===== src/rtl/rmq_pkg.sv =====
// Shared types and constants for the rotation matrix to quaternion block.
// Used by the interfaces, the front, the queue and the back pipeline.
package rmq_pkg;

  localparam int FRAC_BITS_DEF = 16;
  localparam int FIELD_W       = 18;
  localparam int NUM_W         = FIELD_W + 1;
  localparam int RAD_W         = 33;

  localparam logic [1:0] BR_TRACE = 2'd0;
  localparam logic [1:0] BR_X     = 2'd1;
  localparam logic [1:0] BR_Y     = 2'd2;
  localparam logic [1:0] BR_Z     = 2'd3;

  localparam logic [FIELD_W-1:0] Q_MAX = 18'h1FFFF;
  localparam logic [FIELD_W-1:0] Q_MIN = 18'h20000;

  typedef struct packed {
    logic [1:0]              branch;
    logic                    bad;
    logic signed [NUM_W-1:0] n0;
    logic signed [NUM_W-1:0] n1;
    logic signed [NUM_W-1:0] n2;
  } rmq_info_t;

  typedef struct packed {
    rmq_info_t               info;
    logic signed [RAD_W-1:0] rad;
  } rmq_job_t;

endpackage


===== src/rtl/rmq_if.sv =====
// Channel interfaces: matrix in, quaternion out.
// Depends on rmq_pkg for field widths.
interface rmq_mat_if import rmq_pkg::*; ();
  logic                      valid;
  logic                      ready;
  logic signed [FIELD_W-1:0] m00, m01, m02, m10, m11, m12, m20, m21, m22;
  modport source(output valid, m00, m01, m02, m10, m11, m12, m20, m21, m22, input ready);
  modport sink(input valid, m00, m01, m02, m10, m11, m12, m20, m21, m22, output ready);
endinterface



===== src/rtl/rmq_front.sv =====
// Front: accepts a matrix, picks the branch, forms radicand and numerators.
// Depends on rmq_pkg and rmq_mat_if.
module rmq_front import rmq_pkg::*; #(
  parameter int FRAC_BITS = FRAC_BITS_DEF
) (
  input  logic     clk,
  input  logic     rst,
  rmq_mat_if.sink  mat,
  output logic     push_valid,
  input  logic     push_ready,
  output rmq_job_t push_data
);

  logic     vld;
  rmq_job_t job;
  rmq_job_t job_next;

  logic signed [RAD_W-1:0] a00, a11, a22, one, tr;

  always_comb begin
    a00 = RAD_W'(mat.m00);
    a11 = RAD_W'(mat.m11);
    a22 = RAD_W'(mat.m22);
    one = RAD_W'(1) << FRAC_BITS;
    tr  = a00 + a11 + a22 + one;
    if (tr > 0) begin
      job_next.info.branch = BR_TRACE;
      job_next.rad         = tr;
      job_next.info.n0     = NUM_W'(mat.m12) - NUM_W'(mat.m21);
      job_next.info.n1     = NUM_W'(mat.m20) - NUM_W'(mat.m02);
      job_next.info.n2     = NUM_W'(mat.m01) - NUM_W'(mat.m10);
    end else if (mat.m00 > mat.m11 && mat.m00 > mat.m22) begin
      job_next.info.branch = BR_X;
      job_next.rad         = one + a00 - a11 - a22;
      job_next.info.n0     = NUM_W'(mat.m10) + NUM_W'(mat.m01);
      job_next.info.n1     = NUM_W'(mat.m20) + NUM_W'(mat.m02);
      job_next.info.n2     = NUM_W'(mat.m12) - NUM_W'(mat.m21);
    end else if (mat.m11 > mat.m22) begin
      job_next.info.branch = BR_Y;
      job_next.rad         = one + a11 - a00 - a22;
      job_next.info.n0     = NUM_W'(mat.m10) + NUM_W'(mat.m01);
      job_next.info.n1     = NUM_W'(mat.m21) + NUM_W'(mat.m12);
      job_next.info.n2     = NUM_W'(mat.m20) - NUM_W'(mat.m02);
    end else begin
      job_next.info.branch = BR_Z;
      job_next.rad         = one + a22 - a00 - a11;
      job_next.info.n0     = NUM_W'(mat.m20) + NUM_W'(mat.m02);
      job_next.info.n1     = NUM_W'(mat.m21) + NUM_W'(mat.m12);
      job_next.info.n2     = NUM_W'(mat.m01) - NUM_W'(mat.m10);
    end
    job_next.info.bad = (job_next.rad <= 0);
  end

  assign mat.ready  = !vld || push_ready;
  assign push_valid = vld;
  assign push_data  = job;

  always_ff @(posedge clk) begin
    if (rst) begin
      vld <= 1'b0;
    end else if (mat.ready) begin
      vld <= mat.valid;
    end
  end

  always_ff @(posedge clk) begin
    if (mat.valid && mat.ready) begin
      job <= job_next;
    end
  end

endmodule


===== src/flat_wrapper.sv =====
// flat-port wrapper written by rule: the top's interface ports become plain ports
module rmq_front_flat import rmq_pkg::*;
#(
  parameter int FRAC_BITS = FRAC_BITS_DEF
)
  (clk, rst, push_valid, push_ready, push_data, mat_valid, mat_m00, mat_m01, mat_m02, mat_m10, mat_m11, mat_m12, mat_m20, mat_m21, mat_m22, mat_ready);
  rmq_mat_if mat_i ();
  input  logic clk;
  input  logic rst;
  output logic push_valid;
  input  logic push_ready;
  output rmq_job_t push_data;
  input wire logic [$bits(mat_i.valid)-1:0] mat_valid;
  input wire logic [$bits(mat_i.m00)-1:0] mat_m00;
  input wire logic [$bits(mat_i.m01)-1:0] mat_m01;
  input wire logic [$bits(mat_i.m02)-1:0] mat_m02;
  input wire logic [$bits(mat_i.m10)-1:0] mat_m10;
  input wire logic [$bits(mat_i.m11)-1:0] mat_m11;
  input wire logic [$bits(mat_i.m12)-1:0] mat_m12;
  input wire logic [$bits(mat_i.m20)-1:0] mat_m20;
  input wire logic [$bits(mat_i.m21)-1:0] mat_m21;
  input wire logic [$bits(mat_i.m22)-1:0] mat_m22;
  output wire logic [$bits(mat_i.ready)-1:0] mat_ready;
  assign mat_i.valid = mat_valid;
  assign mat_i.m00 = mat_m00;
  assign mat_i.m01 = mat_m01;
  assign mat_i.m02 = mat_m02;
  assign mat_i.m10 = mat_m10;
  assign mat_i.m11 = mat_m11;
  assign mat_i.m12 = mat_m12;
  assign mat_i.m20 = mat_m20;
  assign mat_i.m21 = mat_m21;
  assign mat_i.m22 = mat_m22;
  assign mat_ready = mat_i.ready;
  rmq_front #(.FRAC_BITS(FRAC_BITS)) u_core (.clk(clk), .rst(rst), .mat(mat_i), .push_valid(push_valid), .push_ready(push_ready), .push_data(push_data));
endmodule

===== config.mk =====
export PLATFORM = sky130hd
export DESIGN_NAME = rmq_front_flat
export DESIGN_NICKNAME = d
export VERILOG_FILES = /design/src/rtl/rmq_pkg.sv /design/src/rtl/rmq_if.sv /design/src/rtl/rmq_front.sv /design/src/flat_wrapper.sv
export SDC_FILE = /design/constraint.sdc
export NUM_CORES = 1
export LEC_CHECK = 0
export ABC_CLOCK_PERIOD_IN_PS = 15100
export BUFFER_PORTS_ARGS = -buffer_cell sky130_fd_sc_hd__buf_2
export CAP_MARGIN = 20
export CORE_AREA = 2 2 240 195
export DETAILED_ROUTE_END_ITERATION = 12
export DIE_AREA = 0 0 242 197
export PLACE_DENSITY = 0.6
export SYNTH_ARGS = -nofsm -noshare
export SYNTH_HDL_FRONTEND = slang
export SYNTH_SLANG_ARGS = --single-unit

===== constraint.sdc =====
create_clock -name clk -period 15.1 [get_ports clk]
set_input_delay 3.775 -clock clk [delete_from_list [all_inputs] [get_ports clk]]
set_output_delay 3.775 -clock clk [all_outputs]
set_load 0.01 [all_outputs]

* After elaboration in Yosys (flattened, before gate mapping)
Cells that the tools add are included.
** Operators by class
- Reduce and logical (&&, ||, !) cells :: 5
- Magnitude comparators :: 5
- Muxes and demuxes :: 5
- Add/subtract/negate cells :: 18
** Operators by type and width (count)
- $mux 90 :: 3
- $sub 33x18->33 :: 3
- $add 18x18->19 :: 4
- $sub 19x18->20 :: 3
- $add 18x18->19 const A :: 3
- $sub 18x18->19 :: 3
- $gt 18x18->1 :: 3
- $add 33x18->33 const B :: 1
- $gt 33x1->1 const B :: 1
- $le 33x1->1 const B :: 1
- $add 19x18->20 :: 1
- $logic_and 1x1->1 :: 2
- $mux 1 :: 2
- $reduce_or 2->1 :: 1
- $logic_not 1->1 :: 1
- $logic_or 1x1->1 :: 1
** Word-level totals
- Register bits after elaboration :: 94
- Input bits :: 166
- Logic and storage cells :: 41

* Depth between registers and ports, before layout
- Depth in word-level cells :: 7
- Gate-level depth with buffers :: 28
- Mapped depth without buffers :: 28

* Worst setup path before layout
No wires, ideal clock.
- Kind :: input -> register
- Start :: input port mat_m22[2]
- End :: register u_core.job (netlist bit u_core.push_data[90]), data pin
- Stages on the path :: 27
- Arrival :: 8.854 ns
- Slack :: 6.081 ns
- Cell sequence :: inv_1 > ha_1 > nor2b_1 > or2_2 > ha_1 > a21o_1 > a21o_1 > a21oi_1 > o31ai_1 > a21o_1 > a21o_1 > a211oi_1 > o21bai_1 > a21oi_1 > xnor2_1 > ha_1 > and3_1 > a32o_1 > a311oi_1 > o211ai_1 > xnor2_1 > mux2i_1 > o21ai_0 > nand3_1 > a2111oi_2 > o211ai_1 > o31ai_2
** RTL lines
- start: declaration :: line flat_wrapper.sv:22 : input wire logic [$bits(mat_i.m22)-1:0] mat_m22;
- end signal: assignment :: line rmq_front.sv:68 : job <= job_next;
- end: declaration :: line rmq_front.sv:15 : rmq_job_t job;

==> out/summary.md <==
### Final layout
* **area growth from synthesis to layout** 12.1%
* **number of nets in the layout** 2,979
* **share of cells above drive strength 1** 13.1%
* **share of the core filled with cells** 44.5%
* **antenna diode count** 0
* **final cell count without fillers** 3,060

### Critical path
* **required time at the endpoint of the critical path** 15,220 ps
* **kind of end point of the critical path** register
* **Worst EP arrival** 10,190 ps
* **destination of the critical timing path** u_core.push_data[54]
* **largest incremental delay on the critical path** 670 ps
* **total number of cells along the worst setup path** 20
* **reg2reg setup slack** 12,980 ps
* **critical path fanouts, max** 99
* **Reg2Reg Depth** 3
* **critical path launch point type** input port
* **cell family with the largest share of critical-path delay** simple AND/OR/NAND/NOR gates
* **capture point of the worst reg-to-reg path** u_core.push_data[70]
* **Critical-path top delay cell** a311oi_1
* **WS Path Type** input port to register
* **ordered list of cells on the worst path** buf_2 > fa_1 > ha_1 > a211oi_1 > o21ai_2 > a21oi_1 > a211oi_2 > a311oi_1 > nand4b_1 > nand2b_1 > ha_1 > or4_1 > or4_4 > nor3_2 > nand4_1 > a221o_1 > and2_4 > nor2_1 > o2bb2ai_1 > a21oi_1
* **count of buffering cells on the critical path with inverters included** 1
* **worst reg2reg startpoint** u_core.push_valid
* **start point of the critical path** mat_m22[2]

### Place
* **Placed Cells** 3,044
* **routability-driven placement congestion ratio** 0.936
* **pre-CTS setup slack** 4680 ps
* **PortBufs** 260
* **DPL Wire Length** 50,700 µm

### STA
* **Min Clock Period, post-route** 10,080 ps
* **number of hold violations in the final report** 0
* **Least-Margin Pin Slew** 1080 ps
* **Relative slew margins** 27.0%
* **Final Max Slew Viols** 0
* **final worst-path cycle share** 66.7%
* **TNS Setup** 0 ps
* **worst-case setup margin in the final layout** 5020 ps
* **maximum achievable frequency** 99.2 MHz
* **count of endpoints failing setup in the final report** 0
* **Fin Clk Skew** 14.0 ps
* **smallest hold slack** 534 ps
* **setup repair after global routing missed its margin** false

### Global route
* **largest net degree at the start of global routing** 100
* **Total GRT Usage** 25.2%
* **antenna violations before repair** 3
* **via count of the first global-routing pass** 16,400
* **global-route wire length before repair** 93,600 µm
* **GRT overflow** 0

### Run status
* **status** finished, final reports clean

### Synthesis
* **cell type contributing the most total cell area after synthesis** ha_1
* **cell with the most instances after synthesis** ha_1
* **fraction of synthesized cell area taken by the top area cell type** 23.2%
* **Async SR Flop Fraction** 0%
* **sequential area share after synthesis** 15.7%
* **top cells by area in the synthesized netlist** ha_1 23%, edfxtp_1 16%, xnor2_1 6.8%
* **top cell types by occurrence after synthesis** 333 x ha_1, 214 x inv_1, 190 x a21oi_1, 177 x nor2_1, 152 x o21ai_0
* **EDFF count, synth** 93
* **synthesized net count** 2,760
* **post-synthesis average cell area** 8.06 µm²
* **Synth Cell Area** 17,900 µm²
* **cell count after synthesis** 2,224
* **number of flip-flops and latches in the synthesized netlist** 94
* **commonest register cell after synthesis** edfxtp_1
* **Synth cell types** 85
* **Yosys warnings** 0

### Floorplan
* **full die area** 47,700 µm²
* **number of I/O pins** 261
* **height of the die** 197 µm
* **placeable core area** 45,200 µm²
* **x dimension of the die** 242 µm
* **Cell Rows** 70
* **starting utilization of the core area** 39.7%

### Clocking
* **clock root buffer** clkbuf_16
* **number of buffers inserted for hold repair after clock tree synthesis** 0
* **htree depth** 3
* **insertion delay of the later-clocked pin in the worst-skew pair** 380 ps
* **setup bufs post-CTS** 0
* **cells resized by post-CTS repair** 0
* **clock transition at the register clock pins on the worst setup and hold paths after CTS** 70 ps
* **clock buffer count from CTS** 9
* **Max Buffers Root-to-Sink** 2
* **TritonCTS clock tree** built
* **CTS sink cnt** 94

### Power
* **sequential fraction of design power** 19.7%
* **Leakage Power** 0.00948 µW
* **Power Internal** 1110 µW
* **portion of total power attributed to combinational logic** 70.3%
* **share of total power in the clock network** 10.0%
* **switching share of power** 49.8%
* **worst IR drop on VDD** 0.0597 mV
* **switching power summed over all nets** 1100 µW
* **power density over the cells** 110 nW/µm²

### Run
* **max capacitance violation total** 0

### Routing
* **total wire length** 61,600 µm
* **wire length per cell after detailed routing** 20.1 µm
* **TritonRoute pass-1 iters** 6
* **# DRC** 0
* **via/cell ratio** 5.64
* **total via count in the routed design** 17,300
* **drt first-iter violations** 1,473
* **Post-DRT Antenna Nets** 0

### Min path
* **worst min path class** register to register

routing by layer:
| layer | vias to the layer above | routed length [µm] | track usage [%] |
|---|---|---|---|
| li1 | 8452 | - | - |
| met1 | 8171 | 30200 | 36.9 |
| met2 | 556 | 25600 | 37.5 |
| met3 | 77 | 4280 | 5.35 |
| met4 | 6 | 1510 | 6.29 |
| met5 | - | 46 | 0 |
worst min-delay path by stage:
stage,to,startpoint,slack (ps),cells after the start
2_1_floorplan,u_core.push_valid,u_core.push_valid,590,2
3_3_place_gp,u_core.push_valid,u_core.push_valid,500,2
3_5_place_dp,u_core.push_valid,u_core.push_valid,530,2
4_1_cts,u_core.push_valid,u_core.push_valid,540,2
5_1_grt,u_core.push_valid,u_core.push_valid,560,2
6_report,u_core.push_valid,u_core.push_valid,530,2
logic make-up (layout without fill, tap and decap cells):
logic type / Yosys count / count (layout) / share of synthesized area, %
flip-flops: 94 / 94 / 15.7
adder cells (fa/ha/maj): 370 / 370 / 27.4
buffers and inverters: 275 / 499 / 5.88
AND/OR/NAND/NOR: 592 / 592 / 16.0
XOR/XNOR: 189 / 189 / 9.23
multiplexers: 28 / 28 / 1.61
AO/OA/AOI/OAI: 676 / 676 / 24.3
stage by stage:
step / total power [µW] / cell area [µm²]
floorplan: 1490 / 17900
global placement: 1940 / 19800
detailed placement: 1960 / 19800
CTS: 2190 / 20100
global route: 2380 / 20100
finish: 2210 / 20100
power by group through the flow:
stage	Combinational, µW	Clock (µW)	Sequential [µW]
2_1_floorplan	1020	0	471
3_3_place_gp	1500	0	440
3_5_place_dp	1520	0	439
4_1_cts	1530	227	435
5_1_grt	1710	237	441
6_report	1550	220	435
cell type report:
cell class              instances  area, µm²
repair buffers                269       1370
fillers                      4633      25100
inverters                     214        803
multi-input cells            1855      14100
flip-flops and latches         94       2810
well taps                     612        766
clock buffers                  11        233
clock inverters                 5       26.3
cell usage in the layout, fill, tap and decap left out, drive strengths merged, types with 11 or more instances in the layout:
cell    synthesis  routed
a211oi         32      32
a21o           56      56
a21oi         190     190
a221oi         14      14
a31oi          29      29
and3           23      23
buf            13     269
clkbuf         48      11
edfxtp         93      93
fa             37      37
ha            333     333
inv           214     214
mux2i          21      21
nand2         144     144
nand2b         30      30
nand3          40      40
nand4          16      16
nor2          177     177
nor2b          37      37
nor3           47      47
nor4           12      12
o211ai         17      17
o21a           23      23
o21ai         154     154
o21bai         30      30
o22ai          18      18
o31ai          15      15
or3            19      19
xnor2         139     139
xor2           50      50
sequential cells by signal, summed over array words and instances, names as in the netlist:
name and count:
u_core.push_valid 1, u_core.push_data 93
worst min-delay path: stages, from the launching register on:
cell and delay [ps]:
dfxtp_1 310, nand2b_1 110, a21oi_1 80
Power figures use the tool's default switching activity.
