--- src/rtl/rmq_pkg.sv ---
// Shared types and constants for the rotation matrix to quaternion block.
// Used by the interfaces, the front, the queue and the back pipeline.
package rmq_pkg;

  localparam int FRAC_BITS_DEF = 16;
  localparam int FIELD_W       = 18;
  localparam int NUM_W         = FIELD_W + 1;
  localparam int RAD_W         = 33;

  localparam logic [1:0] BR_TRACE = 2'd0;
  localparam logic [1:0] BR_X     = 2'd1;
  localparam logic [1:0] BR_Y     = 2'd2;
  localparam logic [1:0] BR_Z     = 2'd3;

  localparam logic [FIELD_W-1:0] Q_MAX = 18'h1FFFF;
  localparam logic [FIELD_W-1:0] Q_MIN = 18'h20000;

  typedef struct packed {
    logic [1:0]              branch;
    logic                    bad;
    logic signed [NUM_W-1:0] n0;
    logic signed [NUM_W-1:0] n1;
    logic signed [NUM_W-1:0] n2;
  } rmq_info_t;

  typedef struct packed {
    rmq_info_t               info;
    logic signed [RAD_W-1:0] rad;
  } rmq_job_t;

endpackage

--- src/rtl/rmq_queue.sv ---
// Two-entry queue between the front and the back pipeline.
// Depends on rmq_pkg for the job type.
module rmq_queue import rmq_pkg::*; (
  input  logic     clk,
  input  logic     rst,
  input  logic     push_valid,
  output logic     push_ready,
  input  rmq_job_t push_data,
  output logic     pop_valid,
  input  logic     pop_ready,
  output rmq_job_t pop_data
);

  rmq_job_t   mem [0:1];
  logic       wr_ptr;
  logic       rd_ptr;
  logic [1:0] count;
  logic       push;
  logic       pop;

  assign push_ready = (count != 2'd2);
  assign pop_valid  = (count != 2'd0);
  assign pop_data   = mem[rd_ptr];
  assign push       = push_valid && push_ready;
  assign pop        = pop_valid && pop_ready;

  always_ff @(posedge clk) begin
    if (rst) begin
      wr_ptr <= 1'b0;
      rd_ptr <= 1'b0;
      count  <= 2'd0;
    end else begin
      if (push) wr_ptr <= !wr_ptr;
      if (pop) rd_ptr <= !rd_ptr;
      count <= count + 2'(push) - 2'(pop);
    end
  end

  always_ff @(posedge clk) begin
    if (push) begin
      mem[wr_ptr] <= push_data;
    end
  end

endmodule

--- config.mk ---
export PLATFORM = sky130hd
export DESIGN_NAME = rmq_queue
export DESIGN_NICKNAME = d
export VERILOG_FILES = /design/src/rtl/rmq_pkg.sv /design/src/rtl/rmq_queue.sv
export SDC_FILE = /design/constraint.sdc
export NUM_CORES = 1
export LEC_CHECK = 0
export BUFFER_PORTS_ARGS = -buffer_cell sky130_fd_sc_hd__buf_2
export CAP_MARGIN = 20
export CORE_MARGIN = 2
export CORE_UTILIZATION = 56
export DETAILED_ROUTE_END_ITERATION = 6
export PLACE_DENSITY = 0.82
export SYNTH_ARGS = -nofsm -noshare
export SYNTH_HDL_FRONTEND = slang
export SYNTH_SLANG_ARGS = --single-unit
--- constraint.sdc ---
create_clock -name clk -period 7.9 [get_ports clk]
set_clock_uncertainty 0.05 [all_clocks]
set_input_delay 1.58 -clock clk [delete_from_list [all_inputs] [get_ports clk]]
set_output_delay 1.58 -clock clk [all_outputs]
set_load 0.02 [all_outputs]
Word-level counts from Yosys, hierarchy flattened
Memories as Yosys holds them, arrays and structs flattened. A register that Yosys moved wholly into a read port is not among the register bits.
Cells that the tools add are included.
Storage, ports and cells
  bits in registers: 4
  bits in writable memories: 186
  input bits: 97
  logic and storage cells: 16
  memories kept: 1
Cells by class
  add/subtract/negate cells: 2
  equality and inequality tests: 1
  multiplexer cells: 4
  reduce and logical (&&, ||, !) cells: 5
Memory list
  mem: words 2, width 93, rd ports 1, clocked after Yosys merged registers in 1, wr ports 1, line rmq_queue.sv:14  | rmq_job_t mem [0:1];
Operators by type and width (count)
  $mux W1: 4
  $add A2 B1 Y2: 1
  $logic_and A1 B1 Y1: 2
  $logic_not A1 Y1: 2
  $ne A2 B2 Y1 const B: 1
  $reduce_bool A2 Y1: 1
  $sub A2 B1 Y2: 1

Depth between registers and ports, before layout
Gate-level depths: netlist of run 1.
  word-level depth: 4
  depth in mapped cells: 6
  mapped depth without buffers: 6

Worst setup path after synthesis of run 1
No wires, ideal clock.
  path kind: input port to flip-flop
  start: in push_valid
  end: mem mem[1][0] (netlist name), enable pin
  setup time: 0.463 ns
  data arrival time: 3.788 ns
  path slack: 3.599 ns
  cell stages on the path: 1
  path buffers: 0
  cell sequence: and3_1
Between the ends
  longest elaborated chain between the ends: 3
RTL lines
  from (decl): line rmq_queue.sv:6  | input logic push_valid,
  $logic_and A1 B1 Y1: line rmq_queue.sv:24  | assign push = push_valid && push_ready;
  $mux W1: line rmq_queue.sv:40  | if (push) begin
  $mux W1 (implied by the code): line rmq_queue.sv:41  | mem[wr_ptr] <= push_data;
  to (decl): line rmq_queue.sv:14
Every way passes these cells.

==> results of run 1 <==
==> worst paths after layout <==
check,start,end,slack (ns),depth (start not counted)
worst max-delay path,flip-flop,pop_data[72],3.89,3
worst min-delay path,rd_ptr,rd_ptr,0.48,2
worst max register to register,count[0],mem[0][44],5.53,4
worst min register to register,rd_ptr,rd_ptr,0.48,2
==> power groups by stage <==
stage	sequential, mW	combinational [mW]	clock [mW]
6_report	1.27	0.553	0.870
5_1_grt	1.28	0.595	0.924
4_1_cts	1.27	0.561	0.885
3_5_place_dp	1.29	0.557	0
3_3_place_gp	1.28	0.551	0
2_1_floorplan	1.28	0.404	0
==> cell families (layout without fill, tap and decap cells) <==
family          count (synthesis)  after routing  share of synthesized area
buf+inv                        11            227                     0.0143
fa+ha+maj                       1              1                    0.00179
compound gates                  6              6                    0.00626
xor+xnor                        1              1                    0.00125
simple gates                   15             15                     0.0140
flops                         191            191                      0.813
mux                            93             93                      0.150
==> registers in the layout, indices dropped and copies added, names as in the netlist, named ones only <==
| name | count |
|---|---|
| rd_ptr | 1 |
| wr_ptr | 1 |
| mem | 186 |
| count | 2 |
==> placed cells by master (no fill, tap or decap), types with 2 or more instances in the layout <==
cell type  instances
nor2b_1            2
clkbuf_16         17
mux2_1            73
dfxtp_1            4
buf_4              3
clkinv_2           2
mux2_2            20
edfxtp_1         186
clkbuf_1           6
clkbuf_8           2
buf_2            191
nor2_1             4
bufinv_16          4
==> worst min-delay path, stage by stage, from the launching register on <==
cell and delay [ns]:
dfxtp_1 0.33, xor2_1 0.08, nor2_1 0.09
==> per-layer routing <==
| metal | wire length (um) | global-route usage | part of all wire |
|---|---|---|---|
| met2 | 5870 | 0.301 | 0.50 |
| met3 | 993 | 0.0701 | 0.084 |
| met5 | 0 | 0 | 0 |
| met1 | 4670 | 0.204 | 0.40 |
| met4 | 276 | 0.0857 | 0.023 |
==> cell usage after synthesis, drive strengths merged <==
master / count / area [um^2]
dfxtp: 5 / 100
nor2b: 2 / 12.5
mux2: 93 / 1050
a21oi: 1 / 5.00
xor2: 1 / 8.76
nand3b: 1 / 7.51
nor4: 1 / 6.26
o21ai: 2 / 10.0
o31a: 1 / 8.76
nand2b: 1 / 6.26
or2: 1 / 6.26
ha: 1 / 12.5
o21ba: 1 / 10.0
a21bo: 1 / 10.0
buf: 10 / 96.4
and3: 2 / 12.5
nor2: 4 / 15.0
nand3: 1 / 5.00
edfxtp: 186 / 5590
inv: 1 / 3.75
nor4bb: 1 / 16.3
nor3: 1 / 10.0
==> metrics by stage <==
stage | instance area, um^2 | hold WS (ns) | cells | setup slack [ns] | util
final | 8710 | 0.482 | 702 | 3.89 | 0.719
after detailed placement | 8100 | 0.451 | 670 | 4.31 | 0.669
after global placement | 8100 | 0.437 | 670 | 4.33 | 0.669
after floorplan | 7000 | 0.422 | 318 | 3.60 | -
after global routing | 8710 | 0.512 | 702 | 3.74 | 0.719
after CTS | 8710 | 0.478 | 702 | 3.84 | 0.719
==> cell type report <==
| type | count | area [um^2] | share of cell area |
|---|---|---|---|
| Timing Repair Buffer | 194 | 978 | 0.112 |
| Sequential cell | 191 | 5690 | 0.653 |
| Inverter | 1 | 6.26 | 0.000718 |
| Clock inverter | 7 | 138 | 0.0158 |
| Multi-Input combinational cell | 116 | 1210 | 0.139 |
| Clock buffer | 25 | 475 | 0.0546 |
| Tap cell | 168 | 210 | 0.0241 |
==> metrics.txt, run 1 <==
core area 12100 um^2; first-pass iteration count of the detailed router 4; Slowest-stage cell, CP buf_4; port bufs approximately 190; initial antenna violation count 0; CP Capture Type primary output; Internal Power 1.99 mW; Worst Hold Class flip-flop to flip-flop; vias in the first global route 3682; Critical Path RT between 6 and 7 ns; die height about 120 um; # rows 40; DR vias/cell roughly 5.1; delay-heaviest family, CP buffers and inverters; RSZ-0062 raised after global routing no; number of gates resized after cts 0; Net Sw Frac 0.262; largest net degree at the start of global routing 72; post-synthesis cell count between 300 and 400; WL final roughly 12000 um; Tmin final around 4 ns; hpwl dp approximately 8000 um; post-CTS setup buffer count 0; setup TNS 0 ns; diode count 0; global-route usage over all layers 0.180; Reg power frac 0.471; Post-Synthesis Net Count roughly 420; CP cell instances buf_4 > mux2_1 > buf_2; final hold violation count 0; final period utilization 0.507; critical path class flip-flop to primary output; Slowest Stage Delay on Critical Path ~0.79 ns; Cell Area, Synth 7000 um^2; Clk pwr share 0.323; total die area ~13000 um^2; crit start category flip-flop; grt total ovfl 0; Clock Path Buffers 2; initial DRC count 221; worst-margin pin slew between 0.9 and 1 ns; status complete, no violations; Max IR drop VDD just over 0.2 mV; Data arrival, critical path between 2 and 2.5 ns; gp weighted congestion slightly above 0.7; Die Wd approximately 120 um; Setup violations, final 0; Initial Util 0.578; # IOs 192; global-route wire length before repair about 18000 um; Slew Limit Fails 0; Via Count 3579; Hold Buf Count CTS 0; Leak between 3 and 4 nW; Comb pwr share 0.206; CP max FO 71; H-tree Lvls 4; fmax approximately 250 MHz; clk_lat worst skew roughly 0.42 ns; Synth Register Bits 191; Pwr Total around 2.7 mW; CTS tree yes; Layout Area Growth over Synthesis 24.5%; fraction of layout cells with a size suffix above 1 0.463; Residual DRC 0; PwrDens 309 nW/um^2; Max-Cap Viols 0; WL/cell about 17 um; max_slew headroom 0.370; Net Switching between 0.7 and 0.8 mW; CTS buffer count 17; syn avg cell area 22.0 um^2; Synth warnings 0; sequential-to-total area share from yosys stat 0.813; layout filler cell count approximately 760; Nets about 620; clk sinks ~190; Root Driver clkbuf_16; Yosys cell types 26; Worst-path clk slew around 0.060 ns; antenna-violating nets left 0; Worst Path Buf+Inv 2
(Power assumes the default switching activity.)
==> run 2, diff against run 1 <==
--- a/config.mk
+++ b/config.mk
@@ -5,12 +5,13 @@
 export SDC_FILE = /design/constraint.sdc
 export NUM_CORES = 1
 export LEC_CHECK = 0
+export ABC_AREA = 1
 export BUFFER_PORTS_ARGS = -buffer_cell sky130_fd_sc_hd__buf_2
 export CAP_MARGIN = 20
 export CORE_MARGIN = 2
-export CORE_UTILIZATION = 56
+export CORE_UTILIZATION = 52
 export DETAILED_ROUTE_END_ITERATION = 6
-export PLACE_DENSITY = 0.82
+export PLACE_DENSITY = 0.76
 export SYNTH_ARGS = -nofsm -noshare
 export SYNTH_HDL_FRONTEND = slang
 export SYNTH_SLANG_ARGS = --single-unit
==> constraint.sdc (replaced) <==
create_clock -name clk -period 4 [get_ports clk]
set_clock_uncertainty 0.05 [all_clocks]
set_input_delay 0.8 -clock clk [delete_from_list [all_inputs] [get_ports clk]]
set_output_delay 0.8 -clock clk [all_outputs]
set_load 0.02 [all_outputs]
==> run 2 against run 1 <==
  * Register-to-register slack got worse by 3.7 ns
  * Sequential cell count unchanged
  * Final cell count increased by 3.0%
  * Utilization decreased by 6.8 points
  * Global-route usage decreased by 1.2 points
  * Critical path depth unchanged
  * Synthesized area increased by 3.3%
  * First-iteration DRC count increased by 2.7%
  * Clock power increased by 72%
  * Synthesized cell count increased by 2.2%
  * Combinational power increased to 2.9 times the previous value
  * Worst setup slack got worse by 2.9 ns
==> metrics.txt, run 2 <==
CP Capture Type primary output (unchanged); Clk pwr share 0.260 (was 0.323); Slew Limit Fails 0 (unchanged); Initial Util 0.527 (was 0.578); Layout Area Growth over Synthesis 23.7% (was 24.5%); Residual DRC 0 (unchanged); EDFF count, synth 186 (unchanged); top-count cell post-synth edfxtp_1 (unchanged); # rows 43 (was 40); antenna-violating nets left 0 (unchanged); grt total ovfl 0 (unchanged); worst r2r path cells 5 (was 4); layout filler cell count 970 (was 759); Nets 629 (was 619); Net Switching 1.68 mW (was 0.705 mW); Tmin final 3.04 ns; WL final 12300 um (was 11800 um); total die area 14900 um^2 (was 13400 um^2); largest net degree at the start of global routing 95 (was 72); syn avg cell area 22.2 um^2 (was 22.0 um^2); Hold Startpoint rd_ptr (unchanged); register area 5690 um^2 (unchanged); worst-margin pin slew 0.829 ns (was 0.945 ns); crit start category flip-flop (unchanged); core area 13700 um^2 (was 12100 um^2); CP max FO 40 (was 71); initial DRC count 227 (was 221); Post-Synthesis Net Count 423 (was 416); Worst Hold Class flip-flop to flip-flop (unchanged); Root Driver clkbuf_16 (unchanged); Pwr Total 5.78 mW (was 2.69 mW); Yosys top cell by area edfxtp_1 (unchanged); Hold Buf Count CTS 0 (unchanged); Comb pwr share 0.277 (was 0.206); max reg flops 186 (unchanged); max_slew headroom 0.446 (was 0.370); clk_lat worst skew 0.41 ns (was 0.42 ns); final period utilization 0.759; Largest Register mem (unchanged); status complete, no violations (unchanged); Reg power frac 0.463 (was 0.471); asr flop ratio synth 0 (unchanged); Via Count 3625 (was 3579); post-synthesis cell count 325 (was 318); die height 122 um (was 116 um); commonest non-fill, non-tap cell in the layout buf_2 (unchanged); Data arrival, critical path 2.19 ns (was 2.38 ns); vias in the first global route 3863 (was 3682); reg-to-reg critical path startpoint count[0] (unchanged); RSZ-0062 raised after global routing no (unchanged); Net Sw Frac 0.291 (was 0.262); setup TNS 0 ns (unchanged); PwrDens 646 nW/um^2 (was 309 nW/um^2); Top Registers mem x186, count x2 (unchanged); CTS tree yes (unchanged); Hold EP rd_ptr (unchanged); Critical Path RT 3.15 ns (was 6.27 ns); CTS buffer count 17 (unchanged); Synth top cells by count 186 x edfxtp_1, 70 x mux2_4, 23 x mux2_2 (was 186 x edfxtp_1, 73 x mux2_1, 20 x mux2_2); Cell Area, Synth 7230 um^2 (was 7000 um^2); Synth warnings 0 (unchanged); global-route usage over all layers 0.167 (was 0.180); fraction of layout cells with a size suffix above 1 0.589 (was 0.463); Setup violations, final 0 (unchanged); Yosys cell types 15 (was 26); Worst-path clk slew 0.06 ns (about the same); hpwl dp 8350 um (was 7860 um); Max IR drop VDD 0.392 mV (was 0.202 mV); fmax 329 MHz; clk sinks 191 (unchanged); DR vias/cell 5.01 (was 5.10); final hold violation count 0 (unchanged); global-route wire length before repair 18500 um (was 17600 um); sequential-to-total area share from yosys stat 0.787 (was 0.813); number of gates resized after cts 0 (unchanged); H-tree Lvls 4 (unchanged); port bufs 191 (unchanged); critical path class flip-flop to primary output (unchanged); Leak 3.50 nW (was 3.28 nW); Clock Path Buffers 2 (unchanged); top-area cell type share of the netlist area 0.773 (was 0.798); Synth Flop Type edfxtp_1 (unchanged); first-pass iteration count of the detailed router 4 (unchanged); Hold Path Depth 2 (unchanged); Synth Register Bits 191 (unchanged); R2R setup slack 1.85 ns (was 5.53 ns); gp weighted congestion 0.727 (was 0.718); Die Wd 122 um (was 116 um); Max-Cap Viols 0 (unchanged); WL/cell 17.0 um (was 16.8 um); initial antenna violation count 0 (unchanged); most frequent cells in the layout 191 x buf_2, 186 x edfxtp_1, 70 x mux2_4, 23 x mux2_2, 17 x clkbuf_16 (was 191 x buf_2, 186 x edfxtp_1, 73 x mux2_1, 20 x mux2_2, 17 x clkbuf_16); Internal Power 4.10 mW (was 1.99 mW); multi-input logic area 1430 um^2 (was 1210 um^2); Crit Reg-Reg Endpoint mem[0][66] (was mem[0][44]); synth top area cells edfxtp_1 77%, mux2_4 15%, mux2_2 3.6% (was edfxtp_1 80%, mux2_1 12%, mux2_2 3.2%); post-CTS setup buffer count 0 (unchanged); # IOs 192 (unchanged)
[run 2: kinds of logic after synthesis]
group                    after synthesis  synth area share
AO/OA/AOI/OAI                          2           0.00139
buffers and inverters                 18            0.0175
flip-flops                           191             0.787
multiplexers                          93             0.181
AND/OR/NAND/NOR                       19            0.0102
adder cells (fa/ha/maj)                1           0.00173
XOR/XNOR                               1           0.00121
[run 2: worst max-delay path by stage]
| stage | slack (ns) | end | depth (start not counted) | start |
|---|---|---|---|---|
| after global routing | 0.85 | pop_data[47] | 3 | flip-flop |
| final | 0.96 | pop_data[47] | 3 | flip-flop |
| after CTS | 0.92 | pop_data[47] | 3 | flip-flop |
| after global placement | 1.39 | pop_data[43] | 3 | flip-flop |
| after detailed placement | 1.36 | pop_data[47] | 3 | flip-flop |
| after floorplan | 0.13 | mem[1][0] | 2 | push_valid |
[run 2: metal layers]
| layer | wire length [um] | up-vias | part of all wire | GRT usage |
|---|---|---|---|---|
| met4 | 208 | 0 | 0.017 | 0.0704 |
| met1 | 4700 | 1787 | 0.38 | 0.192 |
| met3 | 1090 | 13 | 0.089 | 0.0562 |
| met5 | 0 | - | 0 | 0 |
| li1 | - | 1674 | - | - |
| met2 | 6280 | 151 | 0.51 | 0.288 |
[run 2: cell type report]
type / count / area share
Sequential cell: 191 / 0.636
Multi-Input combinational cell: 116 / 0.160
Timing Repair Buffer: 197 / 0.116
Clock buffer: 19 / 0.0484
Tap cell: 180 / 0.0252
Clock inverter: 11 / 0.0105
Inverter: 8 / 0.00336
Antenna cell: 1 / 0.000280
[run 2: power groups by stage]
stage / sequential [mW] / combinational (mW) / clock [mW]
6_report: 2.68 / 1.60 / 1.50
5_1_grt: 2.71 / 1.71 / 1.62
4_1_cts: 2.68 / 1.63 / 1.54
3_5_place_dp: 2.73 / 1.62 / 0
3_3_place_gp: 2.71 / 1.59 / 0
2_1_floorplan: 2.65 / 1.22 / 0
[run 2: per-stage QoR]
stage	util	cell area (um^2)	setup WS [ns]	instances	hold slack [ns]
3_5_place_dp	0.613	8410	1.36	692	0.445
6_report	0.652	8940	0.964	723	0.454
4_1_cts	0.652	8940	0.918	722	0.461
2_1_floorplan	-	7230	0.127	325	0.417
3_3_place_gp	0.613	8410	1.39	692	0.429
5_1_grt	0.652	8940	0.845	722	0.488
[run 2: worst max-delay path: stages (launching register included)]
cell and delay, ns:
dfxtp_4 0.81, buf_4 0.44, mux2_4 0.33, buf_2 0.16
==> run 3, diff against run 2 <==
--- a/config.mk
+++ b/config.mk
@@ -5,7 +5,7 @@
 export SDC_FILE = /design/constraint.sdc
 export NUM_CORES = 1
 export LEC_CHECK = 0
-export ABC_AREA = 1
+export ABC_AREA = 0
 export BUFFER_PORTS_ARGS = -buffer_cell sky130_fd_sc_hd__buf_2
 export CAP_MARGIN = 20
 export CORE_MARGIN = 2
==> constraint.sdc (replaced) <==
create_clock -name clk -period 2.85 [get_ports clk]
set_clock_uncertainty 0.05 [all_clocks]
set_input_delay 0.57 -clock clk [delete_from_list [all_inputs] [get_ports clk]]
set_output_delay 0.57 -clock clk [all_outputs]
set_load 0.02 [all_outputs]
==> run 3 against run 2 <==
  * First-iteration DRC count is 0.88% lower
  * Die area is 3.1% lower
  * Final cell count is 1.4% lower
  * Global-route usage is 0.89 points higher
  * Wire length is 1.2% lower
  * Sequential power is 31% higher
  * Critical path depth stayed put
  * Combinational power hardly changed
==> metrics.txt, run 3 (synthesized netlist as in run 1, its figures left out) <==
setup TNS 0 ns (unchanged); Root Driver clkbuf_16 (unchanged); Setup violations, final 0 (unchanged); status complete, no violations (unchanged); number of gates resized after cts 0 (unchanged); max_slew headroom 0.737 (was 0.446); Reg power frac 0.477 (was 0.463); H-tree Lvls 4 (unchanged); final hold violation count 0 (unchanged); first-pass iteration count of the detailed router 4 (unchanged); Setup Slack @ Placement 0.807 ns (was 1.36 ns); Max IR drop VDD 0.502 mV (was 0.392 mV); Leak 3.29 nW (was 3.50 nW); Max-Cap Viols 0 (unchanged); reg-to-reg critical path startpoint count[0] (unchanged); port bufs 191 (unchanged); multi-input logic area 1210 um^2 (was 1430 um^2); PwrDens 841 nW/um^2 (was 646 nW/um^2); CTS tree yes (unchanged); R2R setup slack 1.04 ns (was 1.85 ns); CP Capture Type primary output (unchanged); worst r2r path cells 3 (was 5); Post-DP Area 8200 um^2 (was 8410 um^2); diode count 0 (was 1); commonest non-fill, non-tap cell in the layout buf_2 (unchanged); most frequent cells in the layout 191 x buf_2, 186 x edfxtp_1, 73 x mux2_1, 20 x mux2_2, 17 x clkbuf_16 (was 191 x buf_2, 186 x edfxtp_1, 70 x mux2_4, 23 x mux2_2, 17 x clkbuf_16); fin util 0.665 (was 0.652); Internal Power 5.39 mW (was 4.10 mW); max reg flops 186 (unchanged); Net Switching 1.99 mW (was 1.68 mW); Nets 622 (was 629); Hold EP mem[1][15] (was rd_ptr); initial DRC count 225 (was 227); WL/cell 17.0 um (about the same); clk_lat worst skew 0.42 ns (was 0.41 ns); Largest Register mem (unchanged); CTS buffer count 17 (unchanged); fmax slightly above 400 MHz; hold_ws 0.287 ns (was 0.454 ns); clk sinks 191 (unchanged); total die area 14400 um^2 (was 14900 um^2); layout filler cell count 933 (was 970); Via Count 3560 (was 3625); vias in the first global route 3709 (was 3863); largest net degree at the start of global routing 71 (was 95); Critical Path RT 2.23 ns (was 3.15 ns); Clock Path Buffers 2 (unchanged); WL final 12100 um (was 12300 um); Hold Startpoint push_data[15] (was rd_ptr); grt total ovfl 0 (unchanged); worst-margin pin slew 0.394 ns (was 0.829 ns); Top Registers mem x186, count x2 (unchanged); final worst slack 0.373 ns (was 0.964 ns); Final Cell Area 8770 um^2 (was 8940 um^2); post-CTS setup buffer count 0 (unchanged); critical path class flip-flop to primary output (unchanged); # rows 42 (was 43); Hold Path Depth 1 (was 2); Hold Buf Count CTS 0 (unchanged); Residual DRC 0 (unchanged); # IOs 192 (unchanged); gp weighted congestion 0.767 (was 0.727); Worst-path clk slew 0.06 ns (about the same); Layout Area Growth over Synthesis 25.4% (was 23.7%); Net Sw Frac 0.269 (was 0.291); Comb pwr share 0.213 (was 0.277); Data arrival, critical path 1.86 ns (was 2.19 ns); Slew Limit Fails 0 (unchanged); fraction of layout cells with a size suffix above 1 0.469 (was 0.589); crit start category flip-flop (unchanged); Initial Util 0.530 (was 0.527); register area 5690 um^2 (unchanged); initial antenna violation count 1 (was 0); Die Wd 120 um (was 122 um); final period utilization 0.869; CP max FO 37 (was 40); antenna-violating nets left 0 (unchanged); global-route wire length before repair 18700 um (was 18500 um); Crit Reg-Reg Endpoint mem[1][4] (was mem[0][66]); RSZ-0062 raised after global routing no (unchanged); global-route usage over all layers 0.176 (was 0.167); die height 120 um (was 122 um); core area 13200 um^2 (was 13700 um^2); Worst Hold Class input pin to flip-flop (was flip-flop to flip-flop); Clk pwr share 0.310 (was 0.260); Tmin final about 2.5 ns; hpwl dp 8130 um (was 8350 um); DR vias/cell 4.99 (was 5.01)
-- run 3: changes by cell type in the layout (fill, tap and decap cells not counted), sizes merged, moves of 2 or more --
cell / change
and3: +2
bufinv: +2
clkinv: +2
inv: -10
nand2: -8
nor2: -5
nor2b: +2
o21ai: +2
-- run 3: final cells by class --
| cell class | instances | share of cell area |
|---|---|---|
| Clock buffer | 19 | 0.0493 |
| Clock inverter | 13 | 0.0167 |
| Inverter | 1 | 0.000856 |
| Multi-Input combinational cell | 116 | 0.138 |
| Sequential cell | 191 | 0.648 |
| Tap cell | 176 | 0.0251 |
| Timing Repair Buffer | 197 | 0.121 |
-- run 3: metal layers --
layer | vias to the layer above | GRT usage | wire [um]
li1 | 1672 | - | -
met1 | 1716 | 0.216 | 4780
met2 | 149 | 0.286 | 6060
met3 | 21 | 0.0637 | 1050
met4 | 2 | 0.0713 | 239
met5 | - | 0 | 8
-- run 3: worst max path at each step --
stage              start  cells after the start            to  slack (ns)
2_1_floorplan   count[0]                      3     mem[0][0]        0.22
3_3_place_gp   flip-flop                      3  pop_data[77]        0.81
3_5_place_dp   flip-flop                      3  pop_data[61]        0.81
4_1_cts        flip-flop                      3  pop_data[61]        0.34
5_1_grt        flip-flop                      3  pop_data[61]        0.28
6_report       flip-flop                      3  pop_data[61]        0.37
-- run 3: worst max-delay path, stage by stage, from the launching register on --
cell and delay [ns]:
dfxtp_4 0.58, buf_12 0.27, mux2_1 0.37, buf_2 0.17
-- run 3: power groups by stage --
stage	registers [mW]	logic (mW)	clock network [mW]
after floorplan	3.52	1.12	0
after global routing	3.55	1.69	2.45
after global placement	3.56	1.57	0
final	3.52	1.57	2.29
after CTS	3.52	1.61	2.35
after detailed placement	3.58	1.59	0
-- run 3: through the flow --
stage	total power [mW]	instances
after floorplan	4.65	318
after global placement	5.14	681
after detailed placement	5.17	681
after CTS	7.48	713
after global routing	7.69	713
final	7.38	713
